## src/rtl/core/swb_pkg.sv

```systemverilog
package swb_pkg;

    // ring geometry
    localparam int CAPACITY = 16;
    localparam int MAX_RUN  = 16;
    localparam int RUN_MAX  = (MAX_RUN < CAPACITY) ? MAX_RUN : CAPACITY;
    localparam int POS_W    = (CAPACITY > 1) ? $clog2(CAPACITY) : 1;
    localparam int CNT_W    = $clog2(CAPACITY + 1);

    // field widths
    localparam int SEQ_W  = 32;
    localparam int TIME_W = 64;
    localparam int LEN_W  = 32;
    localparam int REF_W  = 32;

    // configuration port
    localparam int CFG_IDX_W  = 2;
    localparam int CFG_DATA_W = 5;
    localparam logic [CFG_IDX_W-1:0] CFG_WINDOW_SIZE  = 2'd0;
    localparam logic [CFG_IDX_W-1:0] CFG_SLIDING_MODE = 2'd1;
    localparam logic [CFG_IDX_W-1:0] CFG_EMIT_LIMIT   = 2'd2;

    // input commands
    localparam logic CMD_PUSH  = 1'b0;
    localparam logic CMD_FLUSH = 1'b1;

    // one stored entry
    typedef struct packed {
        logic [SEQ_W-1:0]  seq;
        logic [TIME_W-1:0] time_ns;
        logic [LEN_W-1:0]  length;
        logic [REF_W-1:0]  handle;
    } t_swb_entry;

    localparam int ENTRY_W = $bits(t_swb_entry);

    // controller to datapath
    typedef struct packed {
        logic load;
        logic rd_issue;
    } t_swb_cmd;

    // datapath to controller
    typedef struct packed {
        logic run_pend;
        logic left_one;
        logic out_free;
    } t_swb_sts;

    // ring position plus offset, offset at most one full ring
    function automatic logic [POS_W-1:0] wrap_add(input logic [POS_W-1:0] pos,
                                                  input logic [CNT_W-1:0] add);
        logic [CNT_W:0] sum;
        sum = (CNT_W+1)'(pos) + (CNT_W+1)'(add);
        if (sum >= (CNT_W+1)'(CAPACITY)) begin
            sum = sum - (CNT_W+1)'(CAPACITY);
        end
        return POS_W'(sum);
    endfunction

    function automatic logic [CNT_W-1:0] cnt_min(input logic [CNT_W-1:0] a,
                                                 input logic [CNT_W-1:0] b);
        return (a < b) ? a : b;
    endfunction

endpackage

```

## src/rtl/core/swb_in_if.sv

```systemverilog
interface swb_in_if;
    logic                        valid;
    logic                        ready;
    logic                        command;
    logic [swb_pkg::SEQ_W-1:0]   item_seq;
    logic [swb_pkg::TIME_W-1:0]  item_time_ns;
    logic [swb_pkg::LEN_W-1:0]   item_length;
    logic [swb_pkg::REF_W-1:0]   item_ref;

    modport source (output valid, command, item_seq, item_time_ns, item_length, item_ref,
                    input ready);
    modport sink (input valid, command, item_seq, item_time_ns, item_length, item_ref,
                  output ready);
endinterface

```

## src/rtl/core/swb_out_if.sv

```systemverilog
interface swb_out_if;
    logic                        valid;
    logic                        ready;
    logic [swb_pkg::SEQ_W-1:0]   out_seq;
    logic [swb_pkg::TIME_W-1:0]  out_time_ns;
    logic [swb_pkg::LEN_W-1:0]   out_length;
    logic [swb_pkg::REF_W-1:0]   out_ref;
    logic                        last;

    modport source (output valid, out_seq, out_time_ns, out_length, out_ref, last,
                    input ready);
    modport sink (input valid, out_seq, out_time_ns, out_length, out_ref, last,
                  output ready);
endinterface

```

## src/rtl/core/swb_ram.sv

```systemverilog
module swb_ram #(
    parameter int WIDTH = 8,
    parameter int DEPTH = 16,
    parameter int AW    = (DEPTH > 1) ? $clog2(DEPTH) : 1
) (
    input  logic             i_clk,
    input  logic             i_we,
    input  logic [AW-1:0]    i_waddr,
    input  logic [WIDTH-1:0] i_wdata,
    input  logic             i_re,
    input  logic [AW-1:0]    i_raddr,
    output logic [WIDTH-1:0] o_rdata
);
    logic [WIDTH-1:0] r_mem [DEPTH];
    logic [WIDTH-1:0] r_rdata;

    // write port
    always_ff @(posedge i_clk) begin
        if (i_we) begin
            r_mem[i_waddr] <= i_wdata;
        end
    end

    // registered read, holds until the next read
    always_ff @(posedge i_clk) begin
        if (i_re) begin
            r_rdata <= r_mem[i_raddr];
        end
    end

    assign o_rdata = r_rdata;
endmodule

```

## src/rtl/core/swb_ctrl.sv

```systemverilog
module swb_ctrl (
    input  logic              i_clk,
    input  logic              i_rst_n,
    input  logic              i_in_valid,
    output logic              o_in_ready,
    input  swb_pkg::t_swb_sts i_sts,
    output swb_pkg::t_swb_cmd o_cmd
);
    import swb_pkg::*;

    localparam logic S_IDLE = 1'b0;
    localparam logic S_EMIT = 1'b1;

    logic r_state;
    logic n_state;
    logic accept;

    assign o_in_ready   = (r_state == S_IDLE);
    assign accept       = i_in_valid && o_in_ready;
    assign o_cmd.load   = accept;
    assign o_cmd.rd_issue = (r_state == S_EMIT) && i_sts.out_free;

    // next state
    always_comb begin
        n_state = r_state;
        unique case (r_state)
            S_IDLE: begin
                if (accept && i_sts.run_pend) begin
                    n_state = S_EMIT;
                end
            end
            S_EMIT: begin
                if (o_cmd.rd_issue && i_sts.left_one) begin
                    n_state = S_IDLE;
                end
            end
            default: n_state = S_IDLE;
        endcase
    end

    always_ff @(posedge i_clk) begin
        if (!i_rst_n) begin
            r_state <= S_IDLE;
        end else begin
            r_state <= n_state;
        end
    end
endmodule

```

## src/rtl/core/swb_datapath.sv

```systemverilog
module swb_datapath (
    input  logic                          i_clk,
    input  logic                          i_rst_n,
    input  logic                          i_cfg_we,
    input  logic [swb_pkg::CFG_IDX_W-1:0] i_cfg_idx,
    input  logic [swb_pkg::CFG_DATA_W-1:0] i_cfg_data,
    input  logic                          i_command,
    input  swb_pkg::t_swb_entry           i_entry,
    input  logic                          i_out_ready,
    output logic                          o_out_valid,
    output swb_pkg::t_swb_entry           o_entry,
    output logic                          o_last,
    input  swb_pkg::t_swb_cmd             i_cmd,
    output swb_pkg::t_swb_sts             o_sts
);
    import swb_pkg::*;

    // configuration
    logic [CFG_DATA_W-1:0] r_win;
    logic                  r_slide;
    logic [CFG_DATA_W-1:0] r_lim;

    // window and run state
    logic [CNT_W-1:0] r_fill;
    logic [POS_W-1:0] r_oldest;
    logic [POS_W-1:0] r_rd_pos;
    logic [CNT_W-1:0] r_left;
    logic             r_o_valid;
    logic             r_last;

    logic [CNT_W-1:0] eff_w;
    logic [CNT_W-1:0] eff_lim;
    logic [CNT_W-1:0] fill_a;
    logic [POS_W-1:0] old_a;
    logic [CNT_W-1:0] run_n;
    logic [POS_W-1:0] start;
    logic [CNT_W-1:0] n_fill;
    logic [POS_W-1:0] n_oldest;
    logic             st_we;
    logic [POS_W-1:0] waddr;
    logic [ENTRY_W-1:0] rdata;

    // saturated window size and run limit
    assign eff_w   = (32'(r_win) > 32'(CAPACITY)) ? CNT_W'(CAPACITY) : CNT_W'(r_win);
    assign eff_lim = (32'(r_lim) > 32'(RUN_MAX))  ? CNT_W'(RUN_MAX)  : CNT_W'(r_lim);

    // window update and run setup for the item on the input
    always_comb begin
        fill_a   = r_fill;
        old_a    = r_oldest;
        run_n    = '0;
        start    = r_oldest;
        n_fill   = r_fill;
        n_oldest = r_oldest;
        st_we    = 1'b0;
        waddr    = wrap_add(r_oldest, r_fill);
        if (i_command == CMD_FLUSH) begin
            run_n    = cnt_min(r_fill, eff_lim);
            n_fill   = '0;
            n_oldest = '0;
        end else if (eff_w == '0) begin
            run_n = '0;
        end else if (r_slide) begin
            // drop the oldest down to one short of the window, then store
            if (r_fill >= eff_w) begin
                old_a  = wrap_add(r_oldest, r_fill - eff_w + CNT_W'(1));
                fill_a = eff_w - CNT_W'(1);
            end
            st_we    = 1'b1;
            waddr    = wrap_add(old_a, fill_a);
            n_fill   = fill_a + CNT_W'(1);
            n_oldest = old_a;
            run_n    = cnt_min(fill_a + CNT_W'(1), eff_lim);
            start    = old_a;
        end else begin
            // tumbling: gather, emit and empty once full
            if (r_fill < eff_w) begin
                st_we  = 1'b1;
                fill_a = r_fill + CNT_W'(1);
            end
            if (fill_a >= eff_w) begin
                run_n    = cnt_min(fill_a, eff_lim);
                n_fill   = '0;
                n_oldest = '0;
            end else begin
                n_fill = fill_a;
            end
        end
    end

    // item store
    swb_ram #(
        .WIDTH (ENTRY_W),
        .DEPTH (CAPACITY)
    ) u_store (
        .i_clk   (i_clk),
        .i_we    (i_cmd.load && st_we),
        .i_waddr (waddr),
        .i_wdata (i_entry),
        .i_re    (i_cmd.rd_issue),
        .i_raddr (r_rd_pos),
        .o_rdata (rdata)
    );

    // configuration registers
    always_ff @(posedge i_clk) begin
        if (!i_rst_n) begin
            r_win   <= CFG_DATA_W'(16);
            r_slide <= 1'b0;
            r_lim   <= CFG_DATA_W'(16);
        end else if (i_cfg_we) begin
            unique case (i_cfg_idx)
                CFG_WINDOW_SIZE:  r_win   <= i_cfg_data;
                CFG_SLIDING_MODE: r_slide <= i_cfg_data[0];
                CFG_EMIT_LIMIT:   r_lim   <= i_cfg_data;
                default: ;
            endcase
        end
    end

    // window state and run counter
    always_ff @(posedge i_clk) begin
        if (!i_rst_n) begin
            r_fill    <= '0;
            r_oldest  <= '0;
            r_rd_pos  <= '0;
            r_left    <= '0;
            r_o_valid <= 1'b0;
            r_last    <= 1'b0;
        end else begin
            if (i_cmd.load) begin
                r_fill   <= n_fill;
                r_oldest <= n_oldest;
                r_left   <= run_n;
                r_rd_pos <= start;
            end else if (i_cmd.rd_issue) begin
                r_left   <= r_left - CNT_W'(1);
                r_rd_pos <= wrap_add(r_rd_pos, CNT_W'(1));
            end
            if (i_cmd.rd_issue) begin
                r_o_valid <= 1'b1;
                r_last    <= (r_left == CNT_W'(1));
            end else if (i_out_ready) begin
                r_o_valid <= 1'b0;
            end
        end
    end

    assign o_out_valid  = r_o_valid;
    assign o_entry      = rdata;
    assign o_last       = r_last;
    assign o_sts.run_pend = (run_n != '0);
    assign o_sts.left_one = (r_left == CNT_W'(1));
    assign o_sts.out_free = !r_o_valid || i_out_ready;

    a_fill_cap: assert property (@(posedge i_clk) disable iff (!i_rst_n)
        32'(r_fill) <= 32'(CAPACITY))
        else $error("fill count above capacity");

    a_load_idle: assert property (@(posedge i_clk) disable iff (!i_rst_n)
        i_cmd.load |-> (r_left == '0))
        else $error("item taken while a run is still being read");

    a_last_read: assert property (@(posedge i_clk) disable iff (!i_rst_n)
        (i_cmd.rd_issue && r_left == CNT_W'(1)) |=> (r_o_valid && r_last && r_left == '0))
        else $error("final read of a run not marked last");
endmodule

```

## src/rtl/core/stream_window_buffer_unit.sv

```systemverilog
// Sliding/tumbling window over a stream of items held in a 16-entry ring RAM.
// An input item is taken while no run is being read out; a push
// or flush that emits n items (n = min(held items, emit limit)) then reads
// the ring one entry per cycle, while the output is not stalled, through
// the single RAM read port, and the next input is taken only once the
// last of the n entries has been read. An item that emits nothing is taken
// every cycle. The last result may still be waiting on the output while
// the next input is accepted. There is no clearing pass.
module stream_window_buffer_unit (
    input  logic                           i_clk,
    input  logic                           i_rst_n,
    input  logic                           i_cfg_we,
    input  logic [swb_pkg::CFG_IDX_W-1:0]  i_cfg_idx,
    input  logic [swb_pkg::CFG_DATA_W-1:0] i_cfg_data,
    swb_in_if.sink                         i_in,
    swb_out_if.source                      o_out
);
    import swb_pkg::*;

    t_swb_cmd   cmd;
    t_swb_sts   sts;
    t_swb_entry in_entry;
    t_swb_entry out_entry;

    assign in_entry.seq     = i_in.item_seq;
    assign in_entry.time_ns = i_in.item_time_ns;
    assign in_entry.length  = i_in.item_length;
    assign in_entry.handle  = i_in.item_ref;

    // sequencing
    swb_ctrl u_ctrl (
        .i_clk      (i_clk),
        .i_rst_n    (i_rst_n),
        .i_in_valid (i_in.valid),
        .o_in_ready (i_in.ready),
        .i_sts      (sts),
        .o_cmd      (cmd)
    );

    // window state, ring store and output register
    swb_datapath u_dp (
        .i_clk       (i_clk),
        .i_rst_n     (i_rst_n),
        .i_cfg_we    (i_cfg_we),
        .i_cfg_idx   (i_cfg_idx),
        .i_cfg_data  (i_cfg_data),
        .i_command   (i_in.command),
        .i_entry     (in_entry),
        .i_out_ready (o_out.ready),
        .o_out_valid (o_out.valid),
        .o_entry     (out_entry),
        .o_last      (o_out.last),
        .i_cmd       (cmd),
        .o_sts       (sts)
    );

    assign o_out.out_seq     = out_entry.seq;
    assign o_out.out_time_ns = out_entry.time_ns;
    assign o_out.out_length  = out_entry.length;
    assign o_out.out_ref     = out_entry.handle;
endmodule

```

## src/flat_wrapper.sv

```systemverilog
// flat-port wrapper written by rule: the top's interface ports become plain ports
module stream_window_buffer_unit_flat import swb_pkg::*;
  (i_clk, i_rst_n, i_cfg_we, i_cfg_idx, i_cfg_data, i_in_valid, i_in_command, i_in_item_seq, i_in_item_time_ns, i_in_item_length, i_in_item_ref, i_in_ready, o_out_valid, o_out_out_seq, o_out_out_time_ns, o_out_out_length, o_out_out_ref, o_out_last, o_out_ready);
  swb_in_if i_in_i ();
  swb_out_if o_out_i ();
  input  logic i_clk;
  input  logic i_rst_n;
  input  logic i_cfg_we;
  input  logic [swb_pkg::CFG_IDX_W-1:0] i_cfg_idx;
  input  logic [swb_pkg::CFG_DATA_W-1:0] i_cfg_data;
  input wire logic [$bits(i_in_i.valid)-1:0] i_in_valid;
  input wire logic [$bits(i_in_i.command)-1:0] i_in_command;
  input wire logic [$bits(i_in_i.item_seq)-1:0] i_in_item_seq;
  input wire logic [$bits(i_in_i.item_time_ns)-1:0] i_in_item_time_ns;
  input wire logic [$bits(i_in_i.item_length)-1:0] i_in_item_length;
  input wire logic [$bits(i_in_i.item_ref)-1:0] i_in_item_ref;
  output wire logic [$bits(i_in_i.ready)-1:0] i_in_ready;
  output wire logic [$bits(o_out_i.valid)-1:0] o_out_valid;
  output wire logic [$bits(o_out_i.out_seq)-1:0] o_out_out_seq;
  output wire logic [$bits(o_out_i.out_time_ns)-1:0] o_out_out_time_ns;
  output wire logic [$bits(o_out_i.out_length)-1:0] o_out_out_length;
  output wire logic [$bits(o_out_i.out_ref)-1:0] o_out_out_ref;
  output wire logic [$bits(o_out_i.last)-1:0] o_out_last;
  input wire logic [$bits(o_out_i.ready)-1:0] o_out_ready;
  assign i_in_i.valid = i_in_valid;
  assign i_in_i.command = i_in_command;
  assign i_in_i.item_seq = i_in_item_seq;
  assign i_in_i.item_time_ns = i_in_item_time_ns;
  assign i_in_i.item_length = i_in_item_length;
  assign i_in_i.item_ref = i_in_item_ref;
  assign i_in_ready = i_in_i.ready;
  assign o_out_valid = o_out_i.valid;
  assign o_out_out_seq = o_out_i.out_seq;
  assign o_out_out_time_ns = o_out_i.out_time_ns;
  assign o_out_out_length = o_out_i.out_length;
  assign o_out_out_ref = o_out_i.out_ref;
  assign o_out_last = o_out_i.last;
  assign o_out_i.ready = o_out_ready;
  stream_window_buffer_unit u_core (.i_clk(i_clk), .i_rst_n(i_rst_n), .i_cfg_we(i_cfg_we), .i_cfg_idx(i_cfg_idx), .i_cfg_data(i_cfg_data), .i_in(i_in_i), .o_out(o_out_i));
endmodule
```

## config.mk

```make
export PLATFORM = sky130hd
export DESIGN_NAME = stream_window_buffer_unit_flat
export DESIGN_NICKNAME = d
export VERILOG_FILES = /design/src/rtl/core/swb_pkg.sv /design/src/rtl/core/swb_in_if.sv /design/src/rtl/core/swb_out_if.sv /design/src/rtl/core/swb_ram.sv /design/src/rtl/core/swb_ctrl.sv /design/src/rtl/core/swb_datapath.sv /design/src/rtl/core/stream_window_buffer_unit.sv /design/src/flat_wrapper.sv
export SDC_FILE = /design/constraint.sdc
export NUM_CORES = 2
export LEC_CHECK = 0
export ABC_AREA = 1
export BUFFER_PORTS_ARGS = -buffer_cell sky130_fd_sc_hd__buf_2
export CAP_MARGIN = 30
export CELL_PAD_IN_SITES_DETAIL_PLACEMENT = 0
export CELL_PAD_IN_SITES_GLOBAL_PLACEMENT = 1
export CORE_UTILIZATION = 45
export CTS_CLUSTER_DIAMETER = 60
export DETAILED_ROUTE_END_ITERATION = 10
export MAX_ROUTING_LAYER = met4
export PLACE_DENSITY_LB_ADDON = 0.05
export SLEW_MARGIN = 5
export SYNTH_ARGS = -nofsm -noshare
export SYNTH_HDL_FRONTEND = slang
export SYNTH_HIERARCHICAL = 1
export SYNTH_SLANG_ARGS = --single-unit
```

## constraint.sdc

```tcl
create_clock -name i_clk -period 11.3 [get_ports i_clk]
set_clock_uncertainty 0.15 [all_clocks]
set_input_delay 1.695 -clock i_clk [delete_from_list [all_inputs] [get_ports i_clk]]
set_output_delay 1.695 -clock i_clk [all_outputs]
set_load 0.05 [all_outputs]
```

==> metrics.csv <==
metric,value,unit
status,"finished, final reports clean",
totalWireLength,318,mm
post_cts_resized,0,
maxSlewHeadroom,0.253,
synth_nets,10500,
first_pass_iters,6,
power_frac_seq,0.479,
internal_power,17.6,mW
grt_pass1_wl,471,mm
p_per_area,188,mW/mm^2
netlist.area_leader.share,0.712,
htreeDepth,5,
synth_top_cell_by_area,edfxtp_1,
rows,184,
drt-wirelength-per-cell,22.6,um
clkTransAtPathRegs,60,ps
whs_path_depth,2,
yosys_warnings,6,
power,24.2,mW
p_clk_frac,0.384,
ys_ff_latch,2752,
use_met1,0.355,
crit_fanout,40,
numCtsBuffers,314,
max_stage_delay,700,ps
first_global_vias,70600,
reg2reg_depth,22,
cts_num_sinks,2752,
drv_slew,0,
antenna_found_initial,54,
setup_viol,0,
clk_path_buf_depth,4,
fin_tns_setup,0,ps
rsz0062_at_grt,false,
synth_area,0.115,sq mm
gp_congestion,0.814,
busiest_layer,met2,
cts_setup_buffers,0,
yosys-top-cells-area,"edfxtp_1 71%, nand2_1 12%, nand3_1 8.2%, inv_1 3.8%, buf_2 1.2%",
drv_cap,0,
p_switching,6.55,mW
syn_inst,10300,
crit_path_start_kind,register,
ir_drop,0.000146,V
cts_tree,built,
placedCellCount,13500,
netSwitchingFraction,0.271,
cp-end-kind,register,
die_h,507,um
fin_crit,6500,ps
syn_avg_cell_area,11.2,sq um
grt_use_met2,0.394,
cp_data_arrival_time,6930,ps
root_buffer,clkbuf_16,
drive_gt1_frac,0.0858,
netlist-cell-type-count,43,
instances_no_fill,14100,
worst_slew_pin_slew,1120,ps
ctsHoldBuffers,0,
p_leak,51.0,nW
portBuffers,335,
core,0.252,sq mm
path_class,reg -> reg,
dpl.hpwl,161,mm
hold_violations,0,
die_area,0.257,sq mm
grt_use_total,0.253,
clock_latency,940,ps
grt-ovfl-total,0,
ios,336,
detail_route.drc_violations,0,
cp_common_cell,inv_1,
floorplan.initialDensity,0.455,
cp_cell_sequence,inv_1 -> ha_1 -> inv_1 -> ha_1 -> fa_1 -> inv_1 -> nand2_4 -> o21ai_2 -> nor2_2 -> inv_1 -> nand2_1 -> inv_1 -> ha_1 -> nor2_1 -> xor2_1 -> o31ai_1 -> inv_1 -> nand3b_1 -> nor2_4 -> buf_4 -> buf_4 -> buf_16,
crit_cells,22,
use_met3,0.0296,
die_w,507,um
min_period_over_period,0.575,
p_comb_frac,0.137,
area_delta_synth_final,11.9,%
fin_nets,10700,
cp_top_family,buffers and inverters,
grt_max_degree,194,
ys_seq_area_frac,0.718,
hold_class,reg -> reg,
drtIter0Drc,5876,
path_buf_inv,9,
max_freq,154,MHz
dr_total_vias,73500,
required,11730,ps
crit_path_top_delay_cell,buf_4,
ant_nets,0,
vias_per_cell,5.22,
## tightest hold or removal path: stages (launching register included)
cell and delay (ps):
dfxtp_1 310, inv_1 70, a21oi_1 60
## area by class of cell
class                   instances  area [sq um]
repair buffers                460          3140
multi-input cells            5786         25100
well taps                    3348          4190
flip-flops and latches       2752         82300
fillers                     22400        124000
inverters                    1176          4460
clock buffers                 394          8300
clock inverters               135           866
diodes                         21          52.6
## Yosys cell counts, drive strengths merged
library cell  instances
dfxtp                32
nand3b                4
nor4                  1
o21a                  3
o31ai                 2
fa                    2
edfxtp             2720
nand2              3642
and3                  1
nor2                 49
a21boi                1
o2111ai               1
clkbuf              101
buf                 438
clkinv                1
a21oi                46
nand3              1882
o211ai                9
xor2                  6
inv                1175
a211oi                2
nand4                12
ha                   39
o21ai                44
or2                  28
a21o                  2
nor3                  3
a221oi                2
xnor2                 5
## per-stage QoR
stage	util	setup WS, ps	hold WS [ps]	instance area, sq um
2_1_floorplan	-	705	294	115000
3_3_place_gp	0.471	4510	315	119000
3_5_place_dp	0.472	4720	319	119000
4_1_cts	0.508	4710	329	128000
5_1_grt	0.509	4400	344	128000
6_report	0.509	4800	329	128000
## placed cells by master (no fill, tap or decap), types with 4 or more instances in the layout
cell type     n
a21oi_1      43
buf_12       24
buf_16       11
buf_2       335
buf_4        90
bufinv_16     8
clkbuf_1     73
clkbuf_16   320
clkinv_1     79
clkinv_2     30
dfxtp_1      28
dfxtp_4       4
diode_2      21
edfxtp_1   2720
ha_1         39
inv_1      1168
inv_6         8
inv_8         5
nand2_1    3627
nand2_2      11
nand2_4       4
nand3_1    1880
nand3b_1      4
nand4_1      12
nor2_1       31
nor2_4       17
o211ai_1      9
o21ai_0      37
o21ai_1       4
or2_2        28
xnor2_1       5
xor2_1        6
## sequential cells by signal, summed over array words and instances (netlist names)
name	flops
u_core/u_dp/r_left	5
u_core/u_dp/r_lim	5
u_core/u_dp/u_store/r_mem	2560
u_core/u_dp/u_store/o_rdata	160
u_core/u_dp/r_win	5
u_core/u_dp/r_slide	1
u_core/u_dp/r_oldest	4
u_core/u_dp/r_rd_pos	4
u_core/u_ctrl/r_state	1
u_core/u_dp/o_out_valid	1
u_core/u_dp/r_fill	5
u_core/u_dp/o_last	1
## metal layers
metal,vias up,routed length [um]
met2,1967,149000
met1,36400,146000
li1,34700,-
met3,464,16100
met5,-,0
met4,0,6740
## path summary, 6_finish.rpt
path | from | end | slack (ps)
worst max-delay path | u_core/u_dp/r_fill[1] | u_core/u_dp/u_store/r_mem[8][116] | 4800
worst min-delay path | u_core/u_dp/r_lim[3] | u_core/u_dp/r_lim[3] | 330
worst max register to register | u_core/u_dp/r_fill[1] | u_core/u_dp/u_store/r_mem[8][116] | 4800
worst min register to register | u_core/u_dp/r_lim[3] | u_core/u_dp/r_lim[3] | 330
## power by group through the flow
| stage | sequential (mW) | combinational (mW) | clock (mW) |
|---|---|---|---|
| after CTS | 11.6 | 3.33 | 9.50 |
| after detailed placement | 11.8 | 3.32 | 0 |
| after global routing | 11.6 | 3.65 | 9.85 |
| after global placement | 11.8 | 3.30 | 0 |
| after floorplan | 12.2 | 1.94 | 0 |
| final | 11.6 | 3.30 | 9.29 |
## cell families (layout without fill, tap and decap cells)
| family | after synthesis | count (layout) | synth area share |
|---|---|---|---|
| AOI/OAI and AO/OA | 112 | 112 | 0.00566 |
| and+or+nand+nor | 5622 | 5622 | 0.206 |
| buffers and inverters | 1715 | 2165 | 0.0649 |
| xor gates and xnor gates | 11 | 11 | 0.000840 |
| adders and majority gates | 41 | 41 | 0.00460 |
| other | 0 | 21 | 0 |
| DFF | 2752 | 2752 | 0.718 |
No activity file was read; power rests on OpenSTA's default activity.
